==> src/r2fft_queue.sv <==
// Small first-in first-out queue between the front and back of the FFT core.
// Depends on nothing but its parameters.
`timescale 1ns / 1ps
module r2fft_queue #(
  parameter int WIDTH = 8,
  parameter int DEPTH = 4
) (
  input  logic             clk_i,
  input  logic             rst_ni,
  input  logic             push_valid_i,
  output logic             push_ready_o,
  input  logic [WIDTH-1:0] push_data_i,
  output logic             pop_valid_o,
  input  logic             pop_ready_i,
  output logic [WIDTH-1:0] pop_data_o
);

  localparam int PW = $clog2(DEPTH);

  logic [WIDTH-1:0] slot_q [DEPTH];
  logic [PW-1:0]    wr_q, rd_q;
  logic [PW:0]      fill_q;
  logic             push, pop;

  assign push_ready_o = fill_q != (PW+1)'(DEPTH);
  assign pop_valid_o  = fill_q != '0;
  assign pop_data_o   = slot_q[rd_q];
  assign push = push_valid_i && push_ready_o;
  assign pop  = pop_valid_o && pop_ready_i;

  always_ff @(posedge clk_i) begin
    if (push) begin
      slot_q[wr_q] <= push_data_i;
    end
  end

  always_ff @(posedge clk_i or negedge rst_ni) begin
    if (!rst_ni) begin
      wr_q   <= '0;
      rd_q   <= '0;
      fill_q <= '0;
    end else begin
      if (push) wr_q <= (wr_q == PW'(DEPTH - 1)) ? '0 : wr_q + 1'b1;
      if (pop) rd_q <= (rd_q == PW'(DEPTH - 1)) ? '0 : rd_q + 1'b1;
      fill_q <= fill_q + (PW+1)'(push) - (PW+1)'(pop);
    end
  end

endmodule

==> config.mk <==
export PLATFORM = sky130hd
export DESIGN_NAME = r2fft_queue
export DESIGN_NICKNAME = d
export VERILOG_FILES = /design/src/r2fft_queue.sv
export SDC_FILE = /design/constraint.sdc
export NUM_CORES = 1
export LEC_CHECK = 0
export ABC_CLOCK_PERIOD_IN_PS = 3200
export BUFFER_PORTS_ARGS = -buffer_cell sky130_fd_sc_hd__buf_2
export CORE_ASPECT_RATIO = 1.1
export CORE_MARGIN = 2
export CORE_UTILIZATION = 55
export DETAILED_ROUTE_END_ITERATION = 7
export PLACE_DENSITY_LB_ADDON = 0.05
export SLEW_MARGIN = 5
export SYNTH_ARGS = -nofsm -noshare
export SYNTH_HDL_FRONTEND = slang
export SYNTH_SLANG_ARGS = --single-unit
export TNS_END_PERCENT = 20
==> constraint.sdc <==
create_clock -name clk_i -period 3.2 [get_ports clk_i]
set_clock_uncertainty 0.15 [all_clocks]
set_input_delay 0.16 -clock clk_i [delete_from_list [all_inputs] [get_ports clk_i]]
set_output_delay 0.16 -clock clk_i [all_outputs]
set_load 0.02 [all_outputs]
==> qor.txt <==
H-tree depth: 2
Overflow after GRT: 0
P_int: 1.10 mW
CTS sink count: 39
1st-pass router iterations: 4
post-synthesis sequential area ratio: 0.699
most common cell after layout, fill and taps aside: edfxtp_1
fin crit period: 2.51 ns
multi-input combinational cell area: 447 µm²
Worst-Skew Late Latency: 0.33 ns
setup bufs post-CTS: 0
Slew @ Worst Pin: 0.574 ns
post-cts repair resize count: 0
#FFs+latches synth: 39
Worst Path Required: 3.28 ns
GRT Total Usage: 0.180
Hold Crit Class: in -> async
CTS Root Cell: clkbuf_4
Comb power frac: 0.345
# nets final: 139
gpl congestion: 0.722
dpl hpwl: 1.72 mm
WL/cell: 16.8 µm
Crit path arrival time: 2.58 ns
global-route wire length before repair: 4.20 mm
Final ANT Viol Nets: 0
leakage: 0.748 nW
total CTS buffers: 5
DR vias: 832
row cnt: 20
Crit. End Element: flop
final hold vios: 0
Post-route DRC: 0
DIE HEIGHT: 61.0 µm
relative max-transition margin: 0.618
Cell Chain, Critical Path: o31ai_1 > inv_1 > ha_1 > inv_1 > ha_1 > inv_1 > fa_1 > xnor2_1 > xnor2_1
Mapped Cells: 85
Cell Area, Synth: 1630 µm²
die footprint: 3410 µm²
DIE WIDTH: 55.8 µm
critical path peak fanout: 7
largest stage delay on the critical path: 0.51 ns
I/O pins: 22
share of cells above drive strength 1: 0.317
ANT cells: 0
commonest non-fill, non-tap cells in the layout: edfxtp_1 (32), buf_2 (21), dlygate4sd3_1 (9)
synth unique cells: 22
Sequential Power Share: 0.492
mean area per synthesized cell: 19.1 µm²
TritonCTS clock tree: yes
initial drt markers: 18
net switching power: 0.552 mW
crit start category: flop
I/O Buffers: 21
highest clock rate: 399 MHz
CTS Buffer Depth: 2
clock share of power: 0.163
Fill cells: 208
TNS Setup: 0 ns
FF+latch area: 1140 µm²
slowest CP cell: o31ai_1
final WL: 2.57 mm
Max Slew Vio Count: 0
unrepaired setup endpoints after global routing: no
Tcrit/Tclk final: 0.784
Crit Path Class: reg -> reg
via/cell ratio: 5.44
Worst IR Drop VDD: 0.574 mV
vias in the first global route: 865
Core Footprint: 2800 µm²
cell mode on critical path: inv_1
Synth Net Count: 105
Non-Filler Instances: 153
Sw Share: 0.334
Starting Density: 0.580
largest net degree at the start of global routing: 12
status: finished, final reports clean
Yosys Warn Count: 0
Clock transition at path regs: 0.10 ns
final setup vio count: 0
pwr/cell area: 866 nW/µm²
placed cell count: 136
CTS Hold Buffers Added: 9
max_cap viols: 0
Layout area overhead: 17.6%
initial antenna violation count: 0
-- worst max-delay path: cells and delay by family, from the launching register on --
kind	cells	cell delay (ns)
AO/OA/AOI/OAI	1	0.51
adder cells (fa/ha/maj)	3	0.78
buffers and inverters	3	0.19
flip-flops	1	0.48
XOR/XNOR	2	0.28
-- logic make-up (layout without fill, tap and decap cells) --
logic type                 count (synthesis)  after routing  share of synthesized area
AOI/OAI and AO/OA                          3              3                     0.0154
xor gates and xnor gates                   2              2                     0.0108
adders and majority gates                  8              8                     0.0662
buffers and inverters                      9             44                     0.0262
DFF                                       39             39                      0.699
muxes                                     10             10                      0.125
and+or+nand+nor                           14             14                     0.0577
-- flip-flops by register name (all words and copies together), names as in the netlist --
signal and flops:
rd_q 2, wr_q 2, fill_q 3, slot_q 32
-- per-stage QoR --
| stage | setup WS, ns | hold slack (ns) | total power, mW | utilization | cell area [µm²] |
|---|---|---|---|---|---|
| after floorplan | 0.832 | -0.286 | 1.24 | - | 1630 |
| after global placement | 0.807 | -0.145 | 1.38 | 0.625 | 1750 |
| after detailed placement | 0.674 | -0.144 | 1.41 | 0.625 | 1750 |
| after CTS | 0.676 | 0.0109 | 1.68 | 0.682 | 1910 |
| after global routing | 0.482 | 0.0332 | 1.77 | 0.682 | 1910 |
| final | 0.693 | 0.0416 | 1.65 | 0.682 | 1910 |
-- cells in the mapped netlist (all sizes together) --
cell	count	share of area
and2	1	0.0039
xnor2	2	0.011
or3b	1	0.0054
edfxtp	32	0.59
nor4bb	2	0.012
or3	1	0.0039
nor2	1	0.0023
buf	3	0.012
nor2b	2	0.0077
ha	7	0.054
o31ai	1	0.0046
mux4	8	0.11
fa	1	0.012
mux2	2	0.014
and3	4	0.015
nand2	1	0.0023
a211o	2	0.011
inv	6	0.014
nor3b	1	0.0046
dfrtp	7	0.11
-- path summary, 6_finish.rpt --
path                            slack (ns)         to          from  cells after the start
worst max register to register        0.69  fill_q[2]     fill_q[1]                      9
worst max-delay path                  0.69  fill_q[2]     fill_q[1]                      9
worst min-delay path                  0.04  fill_q[0]        rst_ni                      2
worst min register to register        0.43  fill_q[2]     fill_q[2]                      1
min in group clk_i                    0.06    wr_q[0]  push_valid_i                      3
max in group asynchronous             2.70    rd_q[0]        rst_ni                      2
-- power groups by stage --
stage / registers [mW] / logic, mW / clock network, mW
CTS: 0.822 / 0.583 / 0.278
finish: 0.814 / 0.571 / 0.270
floorplan: 0.749 / 0.489 / 0
detailed placement: 0.832 / 0.575 / 0
global placement: 0.819 / 0.564 / 0
global route: 0.839 / 0.633 / 0.297
-- area by class of cell --
| class | count | area share |
|---|---|---|
| Sequential cell | 39 | 0.595 |
| Tap cell | 33 | 0.0216 |
| Clock buffer | 8 | 0.0360 |
| Inverter | 6 | 0.0118 |
| Multi-Input combinational cell | 37 | 0.234 |
| Timing Repair Buffer | 30 | 0.102 |
-- per-layer routing --
layer	vias to the layer above	wire (µm)	global-route usage
met5	-	0	0
met4	0	51	0.0816
met3	6	123	0.0588
met2	21	1380	0.328
met1	408	1020	0.198
li1	397	-	-
(Power assumes the default switching activity.)
