File: src/r2fft_pkg.sv
// Shared types, constants and the twiddle ROM for the radix-2 FFT core.
// No dependencies.
`timescale 1ns / 1ps
package r2fft_pkg;

  localparam int InBits   = 16;
  localparam int DataBits = 23;
  localparam int RomLog2  = 6;

  typedef enum logic [1:0] {
    REG_INVERSE = 2'd0,
    REG_SCALE   = 2'd1,
    REG_LOG2    = 2'd2
  } reg_index_e;

  typedef struct packed {
    logic                     frame_end;
    logic                     inverse;
    logic                     scale;
    logic [2:0]               log2n;
    logic [RomLog2-1:0]       addr;
    logic signed [InBits-1:0] im;
    logic signed [InBits-1:0] re;
  } load_word_t;

  function automatic logic signed [33:0] quarter_cos(input logic [4:0] k);
    logic signed [33:0] v;
    unique case (k)
      5'd0:    v = 34'sd2147483648;
      5'd1:    v = 34'sd2137142927;
      5'd2:    v = 34'sd2106220352;
      5'd3:    v = 34'sd2055013723;
      5'd4:    v = 34'sd1984016189;
      5'd5:    v = 34'sd1893911494;
      5'd6:    v = 34'sd1785567396;
      5'd7:    v = 34'sd1660027308;
      5'd8:    v = 34'sd1518500250;
      5'd9:    v = 34'sd1362349203;
      5'd10:   v = 34'sd1193077991;
      5'd11:   v = 34'sd1012316784;
      5'd12:   v = 34'sd821806413;
      5'd13:   v = 34'sd623381598;
      5'd14:   v = 34'sd418953276;
      5'd15:   v = 34'sd210490206;
      default: v = 34'sd0;
    endcase
    return v;
  endfunction

  function automatic logic signed [33:0] full_cos(input logic [5:0] j);
    logic signed [33:0] v;
    if (j <= 6'd16) begin
      v = quarter_cos(5'(j));
    end else if (j <= 6'd32) begin
      v = -quarter_cos(5'(6'd32 - j));
    end else if (j <= 6'd48) begin
      v = -quarter_cos(5'(j - 6'd32));
    end else begin
      v = quarter_cos(5'(7'd64 - {1'b0, j}));
    end
    return v;
  endfunction

  function automatic logic signed [24:0] twiddle(input logic [5:0] j, input int bits);
    logic signed [33:0] v;
    logic signed [33:0] lim;
    v   = (full_cos(j) + (34'sd1 <<< (31 - bits))) >>> (32 - bits);
    lim = (34'sd1 <<< (bits - 1)) - 34'sd1;
    if (v > lim) v = lim;
    if (v < -lim) v = -lim;
    return 25'(v);
  endfunction

endpackage

File: src/r2fft_front.sv
// Input side of the FFT core: configuration registers, frame counting and
// bit-reversed addressing. Depends on r2fft_pkg.
`timescale 1ns / 1ps
module r2fft_front import r2fft_pkg::*; #(
  parameter int MAX_POINTS = 64
) (
  input  logic                     clk_i,
  input  logic                     rst_ni,
  input  logic                     cfg_we_i,
  input  logic [1:0]               cfg_index_i,
  input  logic [2:0]               cfg_data_i,
  input  logic                     in_valid_i,
  output logic                     in_ready_o,
  input  logic signed [InBits-1:0] in_re_i,
  input  logic signed [InBits-1:0] in_im_i,
  output logic                     push_valid_o,
  input  logic                     push_ready_i,
  output load_word_t               push_data_o
);

  localparam int CapRaw = $clog2(MAX_POINTS + 1) - 1;
  localparam logic [2:0] Cap = 3'((CapRaw > RomLog2) ? RomLog2 : CapRaw);

  logic       inverse_q, scale_q;
  logic [2:0] log2_q;
  logic [6:0] count_q;
  logic [2:0] l_act;
  logic [6:0] n_act;
  logic [5:0] rev;
  logic       accept, frame_end;

  assign l_act = (log2_q > Cap) ? Cap : log2_q;
  assign n_act = 7'd1 << l_act;
  assign accept = in_valid_i && push_ready_i;
  assign frame_end = (count_q + 7'd1) >= n_act;

  always_comb begin
    for (int b = 0; b < 6; b++) begin
      rev[b] = count_q[5 - b];
    end
  end

  assign in_ready_o   = push_ready_i;
  assign push_valid_o = in_valid_i;
  assign push_data_o  = '{frame_end: frame_end, inverse: inverse_q, scale: scale_q,
                          log2n: l_act, addr: rev >> (3'd6 - l_act),
                          im: in_im_i, re: in_re_i};

  always_ff @(posedge clk_i or negedge rst_ni) begin
    if (!rst_ni) begin
      inverse_q <= 1'b0;
      scale_q   <= 1'b1;
      log2_q    <= 3'd6;
      count_q   <= '0;
    end else begin
      if (cfg_we_i) begin
        unique case (cfg_index_i)
          REG_INVERSE: inverse_q <= cfg_data_i[0];
          REG_SCALE:   scale_q <= cfg_data_i[0];
          REG_LOG2: begin
            log2_q  <= cfg_data_i;
            count_q <= '0;
          end
          default: ;
        endcase
      end else if (accept) begin
        count_q <= frame_end ? 7'd0 : count_q + 7'd1;
      end
    end
  end

endmodule

File: config.mk
export PLATFORM = sky130hd
export DESIGN_NAME = r2fft_front
export DESIGN_NICKNAME = d
export VERILOG_FILES = /design/src/r2fft_pkg.sv /design/src/r2fft_front.sv
export SDC_FILE = /design/constraint.sdc
export NUM_CORES = 1
export LEC_CHECK = 0
export BUFFER_PORTS_ARGS = -buffer_cell sky130_fd_sc_hd__buf_2
export CORE_UTILIZATION = 42
export DETAILED_ROUTE_END_ITERATION = 16
export GPL_ROUTABILITY_DRIVEN = 0
export PLACE_DENSITY = 0.85
export SYNTH_ARGS = -nofsm -noshare
export SYNTH_HDL_FRONTEND = slang
export SYNTH_SLANG_ARGS = --single-unit
File: constraint.sdc
create_clock -name clk_i -period 2.7 [get_ports clk_i]
set_input_delay 0.135 -clock clk_i [delete_from_list [all_inputs] [get_ports clk_i]]
set_output_delay 0.135 -clock clk_i [all_outputs]
set_load 0.03 [all_outputs]
==> impl_metrics.yaml <==
final_layout:
  design_area_um2: 1220
  layout.nets: 192
  syn2layout_area_growth_pct: -7.50
  drive_gt1_frac: 0.333
  antennaDiodeCount: 0
global_routing:
  overflow: 0
  grt_pass1_vias: 856
  grt_pass1_wl_mm: 3.89
  grt_max_degree: 21
  antenna_found_initial: 0
  grtUsageTotal: 0.153
die:
  fp.dieArea_um2: 3370
  die_x_um: 58.0
  top_level_ports: 88
  rows: 19
  dieHeight_um: 58.0
  fp.coreArea_um2: 2850
  initial_utilization: 0.462
critical_path:
  start_kind: "register"
  required_ps: 2570
  critPathTopFamily: "adder cells"
  critPathBufInv: 1
  slowest_stage: "dfrtp_2"
  worst_setup_path_end_kind: "output port"
  path_class: "register to output port"
  crit_path_cell_trace: "ha_2 -> nand2_1 -> nor2_1 -> xor2_1 -> ha_1 -> a41o_1 -> a21oi_1 -> o21ai_0 -> buf_2"
  path_max_fanout: 9
  cpPeakStageDelay_ps: 440
  arrival_ps: 2360
cts:
  cts_sinks: 12
  numCtsBuffers: 3
  htree_levels: 1
  clk_pin_slew_ps: 70
  clock_latency_ps: 270
  cts_tree: "built"
  cts_buffer_depth: 2
  root_buffer: "clkbuf_4"
placed_design:
  dp.final_hpwl_mm: 1.89
  placed_cell_area_um2: 1170
  portBuffers: 23
yosys:
  syn-num-nets: 208
  avgSynthCellArea_um2: 8.34
  synth_edf_count: 0
  synth_ff_type: "dfrtp_1"
  async_flop_share: 1.00
  ys_warn_count: 0
  syn_area_um2: 1320
  ys_seq_area_frac: 0.231
  synthCells: 158
  synth_top_area_frac: 0.211
  synth_largest_area_cell: "buf_4"
  yosysUniqueCellTypes: 39
  yosys_register_bits: 12
  synth.area.top_cells: "buf_4, dfrtp_1, ha_1"
power_and_ir_drop:
  power_density_nw_per_um2: 707
  pwr-share-seq: 0.305
  power.share.switching: 0.455
  ir_worst_vdd_v: 0.000445
  p_clk_frac: 0.164
  power.leakage_nw: 0.563
  internal-power_w: 0.000469
  switching_power_w: 0.000393
  comb_power_share: 0.530
sta:
  finalSetupTns_ps: 0
  period_share: 0.924
  finalCriticalPeriod_ps: 2490
  worst-slew-pin-transition_ps: 324
  rsz0062_at_grt: "false"
  slew_violations: 0
  fmax_mhz: 401
  maxSlewHeadroom: 0.784
  clock_skew_ps: 5.04
  finalSetupViolCount: 0
  hold_viol_final: 0
route:
  vias: 969
  wl_mm: 2.48
  drtAntennaViolNets: 0
  drtIter0Drc: 44
  drt_first_pass_iters: 11
  detail_route.wl_per_cell_um: 14.4
  drc: 8
  viasPerCell: 5.63
run_status:
  status: "finished, violations left"
  failed_checks: "design-rule violations"
hold_path:
  hp-class: "primary input to register"
flow_run:
  maxCapViolations: 0
-- layer usage --
metal,routed length [um],track usage,vias to the layer above
li1,-,-,472
met1,1100,0.199,445
met2,1160,0.241,48
met3,202,0.0379,4
met4,25,0.0646,0
met5,0,0,-
-- worst paths after layout --
check                         startpoint         endpoint  slack, ps  cells past startpoint
max                           count_q[0]  push_data_o[43]        210                      9
min                        cfg_data_i[2]        log2_q[2]        100                      2
max reg2reg                   count_q[0]       count_q[0]        270                      9
min reg2reg                    inverse_q        inverse_q        520                      1
max in group asynchronous         rst_ni        log2_q[1]       2170                      2
min in group asynchronous         rst_ni       count_q[2]        250                      2
-- worst reg2reg max path, cell delays in order (launching register included) --
cell      delay [ps]
dfrtp_2          440
ha_2             250
nand2_1           60
nor2_1           140
xor2_1           220
ha_1             300
a41o_1           280
a211oi_2         330
o21ai_0          180
o21ai_1          150
-- state kept, by name, indices dropped and copies added, names as in the netlist --
| signal | count |
|---|---|
| scale_q | 1 |
| inverse_q | 1 |
| log2_q | 3 |
| count_q | 7 |
-- cell usage after synthesis, types with 2 or more instances --
cell       number
nor2b_1         2
clkbuf_1        6
nor3b_1         2
nand2_1        13
inv_1           4
o2111ai_1       2
o21ai_0         8
nand2b_1        3
buf_4          37
a21oi_1         5
ha_1            8
nor2_1          8
dfstp_2         3
nand3_1         5
mux2_2          6
dfrtp_1         9
xor2_1          3
nand3b_1        4
a31oi_1         2
xnor2_1         2
a22o_1          5
buf_2           4
-- logic make-up (layout without fill, tap and decap cells) --
logic type	after synthesis	in the layout	share of synthesized area
buf+inv	52	35	0.258
compound gates	33	33	0.188
fa+ha+maj	8	8	0.0760
flops	12	12	0.231
xor+xnor	5	5	0.0332
simple gates	41	41	0.155
mux	7	7	0.0589
-- placed cells by master (no fill, tap or decap), types with 4 or more instances in the layout --
cell      count
buf_2        23
nand2_1      13
nor2_1        8
o21ai_0       8
dfrtp_1       8
ha_1          7
mux2_2        6
nand3_1       5
a21oi_1       5
a22o_1        5
nand3b_1      4
inv_1         4
-- layout make-up --
cell class | count | area [um2]
Fill cell | 293 | 1630
Clock buffer | 4 | 36.3
Inverter | 4 | 15.0
Tap cell | 31 | 38.8
Timing Repair Buffer | 27 | 148
Multi-Input combinational cell | 94 | 676
Sequential cell | 12 | 305
-- per-stage QoR --
stage	cells	total power (W)	utilization	hold slack (ps)	setup slack (ps)
CTS	172	0.000863	0.426	92.5	93.6
floorplan	158	0.000718	-	-161	423
global route	172	0.000927	0.427	105	7.23
detailed placement	167	0.000717	0.410	23.3	198
finish	172	0.000862	0.427	98.9	206
global placement	167	0.000708	0.410	18.4	311
-- power groups by stage --
stage,registers [W],logic (W),clock network [W]
final,0.000263,0.000457,0.000141
after global routing,0.000272,0.000503,0.000153
after CTS,0.000261,0.000456,0.000146
after detailed placement,0.000264,0.000453,0
after global placement,0.000264,0.000445,0
after floorplan,0.000243,0.000475,0
-- timing repair --
item	in CTS	in global routing
buffers inserted	0	0
hold buffers	1	0
resized for setup	0	2
setup endpoints to repair	0	7
hold endpoints to repair	12	0
No activity file was read; power rests on OpenSTA's default activity.
